<file path="config.mk">
export PLATFORM = sky130hd
export DESIGN_NAME = ttsc_div_lane
export DESIGN_NICKNAME = d
export VERILOG_FILES = /design/src/triangle_transform_and_slope_classify_defines.svh /design/src/ttsc_pkg.sv /design/src/ttsc_div_lane.sv
export SDC_FILE = /design/constraint.sdc
export NUM_CORES = 2
export LEC_CHECK = 0
export BUFFER_PORTS_ARGS = -buffer_cell sky130_fd_sc_hd__buf_2
export CELL_PAD_IN_SITES_DETAIL_PLACEMENT = 1
export CELL_PAD_IN_SITES_GLOBAL_PLACEMENT = 1
export CORE_ASPECT_RATIO = 1.25
export CORE_MARGIN = 4
export CORE_UTILIZATION = 50
export DETAILED_ROUTE_END_ITERATION = 7
export PLACE_DENSITY = 0.85
export REMOVE_ABC_BUFFERS = 1
export SLEW_MARGIN = 20
export SYNTH_ARGS = -nofsm -noshare
export SYNTH_HDL_FRONTEND = slang
export SYNTH_SLANG_ARGS = --single-unit
</file>
<file path="constraint.sdc">
create_clock -name clk_i -period 4 [get_ports clk_i]
set_input_delay 0.8 -clock clk_i [delete_from_list [all_inputs] [get_ports clk_i]]
set_output_delay 0.8 -clock clk_i [all_outputs]
set_load 0.1 [all_outputs]
</file>
<file path="src/triangle_transform_and_slope_classify_defines.svh">
// Assertion macros shared by the RTL
`ifndef TRIANGLE_TRANSFORM_AND_SLOPE_CLASSIFY_DEFINES_SVH
`define TRIANGLE_TRANSFORM_AND_SLOPE_CLASSIFY_DEFINES_SVH
`ifndef SYNTHESIS
// same-cycle implication
`define TTSC_ASSERT_IMP(lbl, ante, cons) \
  lbl: assert property (@(posedge clk_i) disable iff (!rst_ni) (ante) |-> (cons)) \
    else $error("check failed");
// next-cycle implication
`define TTSC_ASSERT_NXT(lbl, ante, cons) \
  lbl: assert property (@(posedge clk_i) disable iff (!rst_ni) (ante) |=> (cons)) \
    else $error("check failed");
`else
`define TTSC_ASSERT_IMP(lbl, ante, cons)
`define TTSC_ASSERT_NXT(lbl, ante, cons)
`endif
`endif

</file>
<file path="src/ttsc_pkg.sv">
`default_nettype none
package ttsc_pkg;

  // configuration register indexes
  localparam int CfgIdxW = 3;
  localparam logic [CfgIdxW-1:0] REG_ROW_X  = 3'd0;
  localparam logic [CfgIdxW-1:0] REG_ROW_Y  = 3'd1;
  localparam logic [CfgIdxW-1:0] REG_ROW_Z  = 3'd2;
  localparam logic [CfgIdxW-1:0] REG_TRANS  = 3'd3;
  localparam logic [CfgIdxW-1:0] REG_THRESH = 3'd4;

  // normal scaling and result formats
  localparam int ScaleW  = 30;           // scaled magnitudes stay below 2^30
  localparam int SqrtW   = 31;           // floor sqrt of a sum below 2^62
  localparam int SumW    = 62;
  localparam int QuoW    = 17;           // Q1.16 magnitude, 0..65536
  localparam int NrmW    = 18;
  localparam int ThrW    = 17;
  localparam logic [QuoW-1:0] QuoOne = 17'h10000;

  // pipeline depths
  localparam int XfLat   = 2;
  localparam int NormLat = 7 + SqrtW;
  localparam int DivLat  = 1 + QuoW;

  // request from the normal unit to one division lane
  typedef struct packed {
    logic [ScaleW-1:0] mag;
    logic [SqrtW-1:0]  len;
  } div_req_t;

endpackage
`default_nettype wire

</file>
<file path="src/ttsc_div_lane.sv">
`default_nettype none
module ttsc_div_lane (
  input  wire logic                clk_i,
  input  wire logic                en_i,
  input  ttsc_pkg::div_req_t       req_i,
  output logic [ttsc_pkg::QuoW-1:0] quo_o
);
  localparam int QW = ttsc_pkg::QuoW;
  localparam int LW = ttsc_pkg::SqrtW;
  localparam int NW = ttsc_pkg::ScaleW + 17;

  logic [NW-1:0] r_q [QW+1];
  logic [LW-1:0] d_q [QW+1];
  logic [QW-1:0] q_q [QW+1];
  logic          z_q [QW+1];

  // numerator with half the divisor added for rounding
  always_ff @(posedge clk_i) begin
    if (en_i) begin
      r_q[0] <= NW'({req_i.mag, 16'b0}) + NW'(req_i.len >> 1);
      d_q[0] <= req_i.len;
      q_q[0] <= '0;
      z_q[0] <= (req_i.len == '0);
    end
  end

  // restoring division, one quotient bit per stage
  for (genvar t = 1; t <= QW; t++) begin : g_div
    localparam int K = QW - t;
    always_ff @(posedge clk_i) begin
      logic [NW:0] den;
      if (en_i) begin
        den = (NW+1)'(d_q[t-1]) << K;
        if ({1'b0, r_q[t-1]} >= den) begin
          r_q[t]    <= NW'({1'b0, r_q[t-1]} - den);
          q_q[t]    <= q_q[t-1] | (QW'(1) << K);
        end else begin
          r_q[t]    <= r_q[t-1];
          q_q[t]    <= q_q[t-1];
        end
        d_q[t] <= d_q[t-1];
        z_q[t] <= z_q[t-1];
      end
    end
  end

  assign quo_o = z_q[QW] ? '0 : q_q[QW];
endmodule
`default_nettype wire
</file>
==> results by stage <==
Floorplanning:
- The floorplan step defined a core boundary enclosing 165000 µm².
- The starting utilization of the core area is 0.502.
- The floorplan has 167 rows.
- The x dimension of the die is 373 µm.
- The floorplan step defined a die boundary enclosing 173000 µm².
- The boundary pin count is 80.
- The y dimension of the die is 464 µm.

Power and ir drop:
- For this design the static power due to leakage is 38.2 nW.
- The power consumption is 70.3 mW.
- The worst-case IR drop observed on VDD is 0.000449 V.
- The power per standard cell area is 739 nW/µm².

Critical path:
- The data required time at the worst endpoint is 4.58 ns.
- The signal arrival time at the worst endpoint is 4.62 ns.
- The slowest stage of the critical path belongs to the cell sky130_fd_sc_hd__a2111oi_0.
- In this run the worst path has a maximum fanout of 8.
- The critical path's largest stage delay is 0.65 ns.
- Walking the worst path, the cells encountered are ha_1 > a21o_1 > a2111oi_0 > o21ai_2 > a31o_2 > o2bb2ai_4 > a211oi_2 > o21a_1 > nor3b_4 > buf_4 > buf_12 > mux2_2.
- The element type at the critical path end is a flip-flop.
- The critical path launch point type is a flip-flop.
- The setup path with the least slack is of type flip-flop to flip-flop.

Finish:
- The utilization after layout is 0.575.
- In the final layout, the share of cells above drive strength 1 is 0.127.
- Summing all non-filler instances in the final layout gives an area of 95200 µm².
- Compared with the post-synthesis result, the final layout area differs by 14.5%.
- The final cell count without fillers is 10400.
- The final layout net count is 8691.

Route:
- The DRC violation count after routing is 0.
- For this block, the routed nets add up to 254000 µm of wire.
- Detailed routing inserted a total of 60700 vias.
- After detailed routing, the number of vias per cell comes to 5.83.
- The number of iterations in the first detailed-routing pass is 7.
- In this run the remaining antenna-violating nets after routing total 0.
- The number of violations reported at the end of detailed-routing iteration 0 is 2934.
- The detail-routed net length per standard cell is 24.4 µm.

Global route:
- The initial antenna violation count came to 4.
- The number of global-route vias before repair was 68200.
- Across every metal layer, demand over resource in global routing totals 0.289.
- For this run the aggregate overflow at the end of global routing stands at 0.
- Entering global routing, the biggest net connects 180 pins.
- The first global-routing pass estimated 385000 µm of wire.

Clocking:
- The number of buffers inserted for hold repair after clock tree synthesis is 0.
- The register clock-pin slew on the reported worst setup and hold paths is 0.06 ns.
- TritonCTS built the clock tree.
- The depth of the CTS H-tree is 4.
- Clock tree synthesis inserted a total of 158 buffers.
- The number of sinks handled by clock tree synthesis is 1481.
- The longest clock path from root to sink contains 3 buffers.
- The cell at the root of the clock tree is sky130_fd_sc_hd__clkbuf_16.
- Clock latency on the worst-skew pair, taken at its later pin, is 0.84 ns.

Timing:
- The final-report setup violation count is 6.
- The final-report max-slew violation count came to 0.
- The final worst clock skew is 0.0357 ns.
- For this run, the top clock speed supported by timing is 0.247 GHz.
- The shortest period the worst path allows is 4.04 ns.
- The total count of hold-check failures in the final report was 0.
- Of the available clock period, the critical path in the final layout requires 1.01.
- The transition time at the pin with the least slew margin is 1.04 ns.
- The worst pin sits at a relative slew slack of 0.308.
- The slack of the critical path is -0.0406 ns.

Place:
- The cell total after placement is 10100.
- Routability-driven placement finished with a final weighted congestion of 0.973.
- The placed wire-length estimate is 200000 µm.
- The cell area reported after detailed placement is 89500 µm².
- The number of input and output port buffers inserted is 79.
- The pre-CTS worst setup slack is -0.207 ns.

Run:
- Across the run, the number of max-cap violations was 0.

Logic synthesis:
- The number of cells produced by synthesis is 7556.
- The leading register cell type out of synthesis is sky130_fd_sc_hd__edfxtp_1.
- A synthesized cell averages 11.0 µm².
- The number of synthesis warnings is 0.
- After synthesis, the netlist uses 91 different library cells.
- The total standard cell area after synthesis is 83100 µm².
- Counting flops and latches in the post-synthesis netlist gives 1481.
- The sequential cell area fraction in the yosys report is 0.535.
- The number of enable-type register cells in the synthesized netlist is 1481.
- The proportion of synthesized flip-flops having asynchronous set or reset is 0.

Hold path:
- The worst hold path belongs to the class input pin to flip-flop.

Run status:
- The checks that failed: setup timing.
- The flow ran to the end, but the final reports show violations.
per-layer routing:
| layer | vias to the layer above | GRT usage | part of all wire |
|---|---|---|---|
| met5 | - | 0 | 0 |
| li1 | 28700 | - | - |
| met4 | 0 | 0.250 | 0.11 |
| met2 | 1225 | 0.604 | 0.59 |
| met3 | 859 | 0.0289 | 0.020 |
| met1 | 29900 | 0.227 | 0.29 |
report_power, final:
group	switching [mW]	internal, mW
Combinational	18.1	12.9
Sequential	2.48	22.2
Clock	6.47	8.15
cell usage after synthesis, types with 120 or more instances:
library cell | number | share of area
sky130_fd_sc_hd__edfxtp_1 | 1481 | 0.53
sky130_fd_sc_hd__nand3_1 | 136 | 0.0082
sky130_fd_sc_hd__o21ai_0 | 518 | 0.031
sky130_fd_sc_hd__inv_1 | 682 | 0.031
sky130_fd_sc_hd__xnor2_1 | 298 | 0.031
sky130_fd_sc_hd__nor2_1 | 432 | 0.020
sky130_fd_sc_hd__a21o_1 | 312 | 0.028
sky130_fd_sc_hd__clkbuf_1 | 186 | 0.0084
sky130_fd_sc_hd__a21oi_1 | 584 | 0.035
sky130_fd_sc_hd__xor2_1 | 271 | 0.029
sky130_fd_sc_hd__ha_1 | 541 | 0.081
sky130_fd_sc_hd__nor3_1 | 120 | 0.0072
sky130_fd_sc_hd__nand2_1 | 625 | 0.028
path summary, 6_finish.rpt:
path | start | to | slack [ns] | cells past startpoint
worst max-delay path | r_q[2][65]$_DFFE_PP_ | r_q[3][22]$_DFFE_PP_ | -0.04 | 12
worst min-delay path | req_i[9] | d_q[0][9]$_DFFE_PP_ | 0.15 | 1
worst max register to register | r_q[2][65]$_DFFE_PP_ | r_q[3][22]$_DFFE_PP_ | -0.04 | 12
worst min register to register | q_q[3][14]$_DFFE_PP_ | q_q[3][31]$_DFFE_PP_ | 0.41 | 0
kinds of logic (layout without fill, tap and decap cells):
| group | count (synthesis) | after routing | synth area share |
|---|---|---|---|
| other | 0 | 8 | 0 |
| AO/OA/AOI/OAI | 1984 | 1984 | 0.149 |
| multiplexers | 109 | 109 | 0.0146 |
| adder cells (fa/ha/maj) | 558 | 558 | 0.0855 |
| buffers and inverters | 914 | 1559 | 0.0420 |
| XOR/XNOR | 569 | 569 | 0.0599 |
| AND/OR/NAND/NOR | 1941 | 1941 | 0.114 |
| flip-flops | 1481 | 1481 | 0.535 |
metrics by stage:
stage / hold WS (ns) / setup TNS (ns)
final: 0.153 / -0.163
after global routing: 0.117 / -2.42
after CTS: 0.0825 / 0
after detailed placement: 0.405 / -4.02
after global placement: 0.400 / -0.172
after floorplan: 0.400 / -260.21
cells in the final DEF, fill, tap and decap left out, types with 81 or more instances in the layout:
cell                        Yosys  routed
sky130_fd_sc_hd__a21oi_1      584     578
sky130_fd_sc_hd__clkbuf_16      0     162
sky130_fd_sc_hd__nand3_1      136     136
sky130_fd_sc_hd__mux2_2       100     100
sky130_fd_sc_hd__nor2_1       432     431
sky130_fd_sc_hd__inv_1        682     682
sky130_fd_sc_hd__nand2_1      625     625
sky130_fd_sc_hd__xnor2_1      298     298
sky130_fd_sc_hd__nor2b_1       86      85
sky130_fd_sc_hd__a21o_1       312     312
sky130_fd_sc_hd__ha_1         541     540
sky130_fd_sc_hd__o21ai_0      518     513
sky130_fd_sc_hd__edfxtp_1    1481    1481
sky130_fd_sc_hd__xor2_1       271     271
sky130_fd_sc_hd__nand4_1      112     112
sky130_fd_sc_hd__nor3_1       120     117
sky130_fd_sc_hd__buf_4          3     475
sky130_fd_sc_hd__nand2b_1      81      81
registers in the layout (all words and copies together) (netlist names):
register / cells
q_q: 153
z_q: 18
r_q: 783
d_q: 527
worst max-delay path: cells and delay by family (launching register included):
family	cells	cell delay, ns
AOI/OAI and AO/OA	7	2.03
DFF	1	0.44
adders and majority gates	1	0.41
muxes	1	0.35
buffers and inverters	2	0.32
and+or+nand+nor	1	0.24
repair_timing:
action	CTS	global route
setup buffers	1	13
resized for setup	12	59
gates cloned	0	4
endpoints found under the setup margin	90	208
pin swaps	2	16
final cells by class:
class	count	area, µm²
fill	17300	70300
sequential	1481	44500
multi-input combinational	5161	35600
timing repair buffer	586	4640
clock buffer	183	4050
tap	2197	2750
inverter	682	2560
clock inverter	108	1100
antenna	8	20.0
Note: power is estimated with default switching activity, not from simulation.
